===== config.mk =====
export PLATFORM = sky130hd
export DESIGN_NAME = pemix_ctrl
export DESIGN_NICKNAME = d
export VERILOG_FILES = /design/src/design/pemix_pkg.sv /design/src/design/pemix_ctrl.sv
export SDC_FILE = /design/constraint.sdc
export NUM_CORES = 1
export LEC_CHECK = 0
export ABC_AREA = 0
export CAP_MARGIN = 20
export CELL_PAD_IN_SITES_DETAIL_PLACEMENT = 1
export CELL_PAD_IN_SITES_GLOBAL_PLACEMENT = 1
export CORE_AREA = 2 2 39 41
export CTS_CLUSTER_DIAMETER = 30
export DETAILED_ROUTE_END_ITERATION = 10
export DIE_AREA = 0 0 41 43
export DONT_BUFFER_PORTS = 1
export HOLD_SLACK_MARGIN = 0.15
export PLACE_DENSITY = 0.37
export SYNTH_ARGS = -nofsm -noshare
export SYNTH_HDL_FRONTEND = slang
export SYNTH_SLANG_ARGS = --single-unit
export TNS_END_PERCENT = 50

===== constraint.sdc =====
create_clock -name i_clk -period 2.7 [get_ports i_clk]
set_clock_uncertainty 0.1 [all_clocks]
set_input_delay 0.54 -clock i_clk [delete_from_list [all_inputs] [get_ports i_clk]]
set_output_delay 0.54 -clock i_clk [all_outputs]
set_load 0.05 [all_outputs]

===== src/design/pemix_pkg.sv =====
// Shared types and constants for the PCM effects mixer.
// No dependencies; imported by the controller, datapath and top level.
package pemix_pkg;

    localparam int SAMPLE_DEPTH = 16384;
    localparam int ADDR_W       = $clog2(SAMPLE_DEPTH);
    localparam int LEN_W        = 15;
    localparam int SMP_W        = 8;
    localparam int CMD_W        = 2;
    localparam int CFG_IDX_W    = 2;
    localparam int CFG_DATA_W   = 15;
    localparam int TDATA_W      = 32;

    typedef enum logic [CMD_W-1:0] {
        CMD_LOAD_STEP = 2'd0,
        CMD_LOAD_SPIN = 2'd1,
        CMD_MIX       = 2'd2
    } t_cmd_code;

    typedef enum logic [CFG_IDX_W-1:0] {
        CFG_SOUND_EN   = 2'd0,
        CFG_EFFECTS_EN = 2'd1,
        CFG_STEP_LEN   = 2'd2,
        CFG_SPIN_LEN   = 2'd3
    } t_cfg_idx;

    // controller -> datapath commands
    typedef struct packed {
        logic load_step;   // write step RAM from the input transaction
        logic load_spin;   // write scaled value into spin RAM
        logic mix_start;   // latch stream sample and flags
        logic rd;          // read both RAMs, advance play positions
        logic mix_first;   // overlay step sample
        logic out_load;    // overlay spin sample into output register
    } t_dp_cmd;

endpackage


===== src/design/pemix_ctrl.sv =====
// Mixer controller: input/output handshake and the four-step mix sequence.
// Depends on pemix_pkg.
module pemix_ctrl (
    input  logic                          i_clk,
    input  logic                          i_rst_n,
    input  logic                          i_in_valid,
    input  logic [pemix_pkg::CMD_W-1:0]   i_in_cmd,
    output logic                          o_in_ready,
    output logic                          o_out_valid,
    input  logic                          i_out_ready,
    output pemix_pkg::t_dp_cmd            o_cmd
);
    import pemix_pkg::*;

    typedef enum logic [1:0] {
        ST_IDLE,
        ST_READ,
        ST_MIX1,
        ST_MIX2
    } t_state;

    t_state r_state, n_state;
    logic   r_out_valid;
    logic   accept;
    logic   out_load;

    assign o_in_ready = (r_state == ST_IDLE);
    assign accept     = i_in_valid && o_in_ready;
    // output register is free when empty or being drained this cycle
    assign out_load   = (r_state == ST_MIX2) && (!r_out_valid || i_out_ready);

    always_comb begin
        o_cmd = '0;
        if (accept) begin
            case (t_cmd_code'(i_in_cmd))
                CMD_LOAD_STEP: o_cmd.load_step = 1'b1;
                CMD_LOAD_SPIN: o_cmd.load_spin = 1'b1;
                CMD_MIX:       o_cmd.mix_start = 1'b1;
                default:       ;
            endcase
        end
        o_cmd.rd        = (r_state == ST_READ);
        o_cmd.mix_first = (r_state == ST_MIX1);
        o_cmd.out_load  = out_load;
    end

    always_comb begin
        n_state = r_state;
        case (r_state)
            ST_IDLE: if (o_cmd.mix_start) n_state = ST_READ;
            ST_READ: n_state = ST_MIX1;
            ST_MIX1: n_state = ST_MIX2;
            ST_MIX2: if (out_load) n_state = ST_IDLE;
            default: n_state = ST_IDLE;
        endcase
    end

    always_ff @(posedge i_clk) begin
        if (!i_rst_n) begin
            r_state     <= ST_IDLE;
            r_out_valid <= 1'b0;
        end else begin
            r_state <= n_state;
            if (out_load) begin
                r_out_valid <= 1'b1;
            end else if (i_out_ready) begin
                r_out_valid <= 1'b0;
            end
        end
    end

    assign o_out_valid = r_out_valid;

endmodule


* Word-level counts from Yosys, hierarchy flattened
Index checks and enable logic that the tools add are counted.
** Word-level totals
- Register bits :: 3
- Input port bits :: 6
- Output and inout bits :: 8
- Logic and storage cells :: 26
** Operators by class
- Eq/ne operators :: 7
- Multiplexer cells :: 9
- Reduce and logical (&&, ||, !) cells :: 8
** Operators with widths (count)
- $pmux 2 s4 :: 1
- $eq 2x2->1 const B :: 3
- $mux 1 :: 5
- $eq 2x1->1 const B :: 2
- $logic_not 2->1 :: 2
- $mux 2 :: 2
- $mux 3 :: 1
- $logic_and 1x1->1 :: 2
- $ne 2x1->1 const B :: 1
- $ne 2x2->1 const B :: 1
- $reduce_and 2->1 :: 1
- $reduce_bool 2->1 :: 1
- $logic_not 1->1 :: 1
- $logic_or 1x1->1 :: 1

* Logic depth before layout (Yosys ltp)
- Depth after elaboration :: 5
- Mapped depth :: 5
- Mapped depth without buffers :: 5

* Worst setup path after synthesis
OpenSTA, ideal clock, no wires.
- Kind :: register to output
- Start :: register r_state[0]
- End :: output o_cmd[4] (netlist name)
- Data arrival time :: 2.249 ns
- Data required time :: 2.060 ns
- Setup slack :: -0.189 ns
- Stages on the path, launching flop included :: 5
- Buffers on the path :: 0
- Path through :: dfxtp_1 -> inv_1 -> ha_1 -> nand2_1 -> nor3b_1
** RTL lines
- start, declared :: line pemix_ctrl.sv:22 : t_state r_state, n_state;
- start signal, assigned :: line pemix_ctrl.sv:63 : r_state <= n_state;
- end, declared :: line pemix_ctrl.sv:11 : output pemix_pkg::t_dp_cmd o_cmd

==> impl_metrics.xml <==
<?xml version="1.0" encoding="UTF-8"?>
<metrics>
  <group name="synthesis">
    <metric name="netlist-cell-type-count" unit="">15</metric>
    <metric name="post_synth_main_area_contributors" unit="">dfxtp_1 (27%), ha_1 (23%), nor2b_1 (5.7%)</metric>
    <metric name="post_synth_xor_area_fraction" unit="">0</metric>
    <metric name="net_count_of_the_mapped_netlist" unit="">35</metric>
    <metric name="syn_area" unit="sq um">220</metric>
    <metric name="synth.yosys.seq_area_share" unit="">0.273</metric>
    <metric name="synth_compound_gate_area_share" unit="">0.125</metric>
    <metric name="netlist.area_leader.share" unit="">0.273</metric>
    <metric name="synth_mux_area_frac" unit="">0.0455</metric>
    <metric name="netlist_instances" unit="">25</metric>
    <metric name="count_of_warnings_emitted_by_yosys" unit="">0</metric>
    <metric name="flip_flop_and_latch_count_after_synthesis" unit="">3</metric>
    <metric name="synth_simple_gate_area_frac" unit="">0.244</metric>
    <metric name="synth.largest_area_cell" unit="">dfxtp_1</metric>
    <metric name="synthAdderAreaFrac" unit="">0.227</metric>
    <metric name="synth_top_family_by_area" unit="">simple AND/OR/NAND/NOR gates</metric>
    <metric name="average_cell_area_after_synthesis" unit="sq um">8.81</metric>
  </group>
  <group name="global_routing">
    <metric name="grtUsageTotal" unit="">0.0832</metric>
    <metric name="wire_length_of_the_first_global_routing_pass" unit="microns">876</metric>
    <metric name="grt-ovfl-total" unit="">0</metric>
    <metric name="grt_start_max_net_pins" unit="">6</metric>
    <metric name="first_global_vias" unit="">206</metric>
    <metric name="grt_antenna_before_repair" unit="">0</metric>
  </group>
  <group name="cts">
    <metric name="cts.sink_count" unit="">3</metric>
    <metric name="ctsHoldBuffers" unit="">0</metric>
    <metric name="cts_resizes" unit="">0</metric>
    <metric name="clkTransAtPathRegs" unit="ns">0.04</metric>
    <metric name="clockBufferDepth" unit="">2</metric>
    <metric name="post_cts.repair.setup_buffers" unit="">0</metric>
    <metric name="clk_latency" unit="ns">0.24</metric>
    <metric name="clock_tree_from_tritoncts" unit="">yes</metric>
    <metric name="cts.root.buffer_cell" unit="">clkbuf_4</metric>
    <metric name="cts_inserted_buffers" unit="">3</metric>
    <metric name="htree_num_levels" unit="">1</metric>
  </group>
  <group name="timing">
    <metric name="finalMaxSlewViolations" unit="">0</metric>
    <metric name="hold_violations" unit="">0</metric>
    <metric name="max_slew_margin" unit="">0.652</metric>
    <metric name="achievable-frequency" unit="MHz">484</metric>
    <metric name="setup_violations" unit="">0</metric>
    <metric name="finalCritPeriodShare" unit="">0.765</metric>
    <metric name="fin_hold_ws" unit="ns">0.323</metric>
    <metric name="final_period_minus_worst_setup_slack" unit="ns">2.07</metric>
    <metric name="final_critical_path_setup_slack" unit="ns">0.634</metric>
    <metric name="actual_slew_at_the_worst_max_slew_pin" unit="ns">0.523</metric>
    <metric name="grt_setup_unrepaired" unit="">false</metric>
  </group>
  <group name="power_and_ir_drop">
    <metric name="vdd_drop_max" unit="mV">0.305</metric>
    <metric name="power_per_cell_area" unit="nW/um^2">1060</metric>
    <metric name="design_power_total" unit="uW">311</metric>
    <metric name="p_leak" unit="nW">0.146</metric>
  </group>
  <group name="placed_design">
    <metric name="dpl.hpwl" unit="microns">445</metric>
    <metric name="pre_cts_slack" unit="ns">0.893</metric>
    <metric name="place.gp.congestion" unit="">0.702</metric>
    <metric name="buffer_ports.inserted" unit="">0</metric>
  </group>
  <group name="critical_path">
    <metric name="arrival_time_worst_endpoint" unit="ns">1.43</metric>
    <metric name="crit_path_cell_trace" unit="">inv_1 &gt; ha_1 &gt; nand2_1 &gt; nor3_1 &gt; buf_4</metric>
    <metric name="crit_family" unit="">buffers and inverters</metric>
    <metric name="startpoint_type" unit="">register</metric>
    <metric name="path_class" unit="">register to primary output</metric>
    <metric name="cpMaxStageDelayCell" unit="">dfxtp_1</metric>
    <metric name="cp.required" unit="ns">2.06</metric>
    <metric name="cp_slowest_stage_delay" unit="ns">0.32</metric>
    <metric name="timing.critical_path.buf_inv" unit="">2</metric>
    <metric name="timing.critical_path.fanout_max" unit="">5</metric>
    <metric name="end_kind" unit="">primary output</metric>
  </group>
  <group name="flow_run">
    <metric name="max_cap_violations" unit="">0</metric>
  </group>
  <group name="routing">
    <metric name="avgViaCountPerCell" unit="">4.10</metric>
    <metric name="via_count" unit="">197</metric>
    <metric name="detail_route.wirelength" unit="microns">568</metric>
    <metric name="detail-route-antenna-nets" unit="">0</metric>
    <metric name="detail_route.first_pass.iterations" unit="">2</metric>
    <metric name="drc_errors" unit="">0</metric>
    <metric name="wl_per_cell" unit="microns">11.8</metric>
    <metric name="1st_iter_drt_viols" unit="">5</metric>
  </group>
  <group name="layout">
    <metric name="drive_above_1_share" unit="">0.250</metric>
    <metric name="n_antenna_cell" unit="">0</metric>
    <metric name="fin_nets" unit="">43</metric>
    <metric name="mostFrequentLayoutCells" unit="">ha_1 (4), buf_4 (4)</metric>
    <metric name="flow.area_growth_from_synthesis" unit="%">33.5</metric>
    <metric name="finish.utilization" unit="">0.212</metric>
  </group>
  <group name="floorplan">
    <metric name="num_rows" unit="">14</metric>
    <metric name="die_area" unit="sq um">1760</metric>
    <metric name="io_pins" unit="">14</metric>
    <metric name="starting_density_of_the_core" unit="">0.159</metric>
    <metric name="die_height" unit="microns">43</metric>
    <metric name="floorplan.die.width" unit="microns">41</metric>
    <metric name="coreArea" unit="sq um">1380</metric>
  </group>
  <group name="status">
    <metric name="outcome" unit="">finished, final reports clean</metric>
  </group>
  <group name="hold_path">
    <metric name="hp-class" unit="">input port to register</metric>
  </group>
</metrics>
[power by group]
group / leakage, nW / switching, mW / internal [mW]
combinational: 0.106 / 0.118 / 0.0480
clock: 0.0150 / 0.0247 / 0.0555
sequential: 0.0244 / 0.0108 / 0.0540
total: 0.146 / 0.154 / 0.158
[Yosys cell counts]
master	number
o21a_1	1
dfxtp_1	3
nor3_1	1
ha_1	4
nand2_1	3
buf_4	1
o31ai_1	1
nand4b_1	1
nor3b_1	1
inv_1	3
a21o_1	1
nor2b_1	2
mux2i_1	1
and3b_1	1
a21oi_1	1
[cells by family (layout without fill, tap and decap cells)]
group	Yosys count	in the layout
buf+inv	4	11
mux	1	1
flops	3	3
fa+ha+maj	4	4
compound gates	4	4
simple gates	9	9
[per-layer routing]
layer	GRT usage	vias up	share of wire
met4	0.0800	0	0
met1	0.0895	95	0.41
met2	0.106	6	0.55
li1	-	96	-
met3	0.0471	0	0.035
met5	0	-	0
[per-stage QoR]
| step | setup TNS, ns | instance area, sq um | std cells |
|---|---|---|---|
| 2_1_floorplan | -0.0902 | 225 | 25 |
| 3_5_place_dp | 0 | 268 | 44 |
| 4_1_cts | 0 | 294 | 48 |
| 5_1_grt | 0 | 294 | 48 |
| 6_report | 0 | 294 | 48 |
| 3_3_place_gp | 0 | 268 | 44 |
[flip-flops by register name, indices dropped and copies added, names as in the netlist]
register,flops
o_out_valid,1
r_state,2
[area by class of cell]
class	instances	area, sq um
tap	16	20.0
multi-input combinational	18	146
fill	165	1090
clock buffer	4	26.3
timing repair buffer	4	30.0
inverter	3	11.3
sequential	3	60.1
[path summary, 6_finish.rpt]
| check | from | end | slack [ns] | cells past startpoint |
|---|---|---|---|---|
| worst min register to register | r_state[1] | r_state[1] | 0.41 | 2 |
| worst max register to register | r_state[0] | r_state[0] | 1.24 | 4 |
| worst max-delay path | r_state[0] | o_cmd[5] | 0.63 | 5 |
| worst min-delay path | i_rst_n | o_out_valid | 0.32 | 1 |
Note: power is estimated with default switching activity, not from simulation.
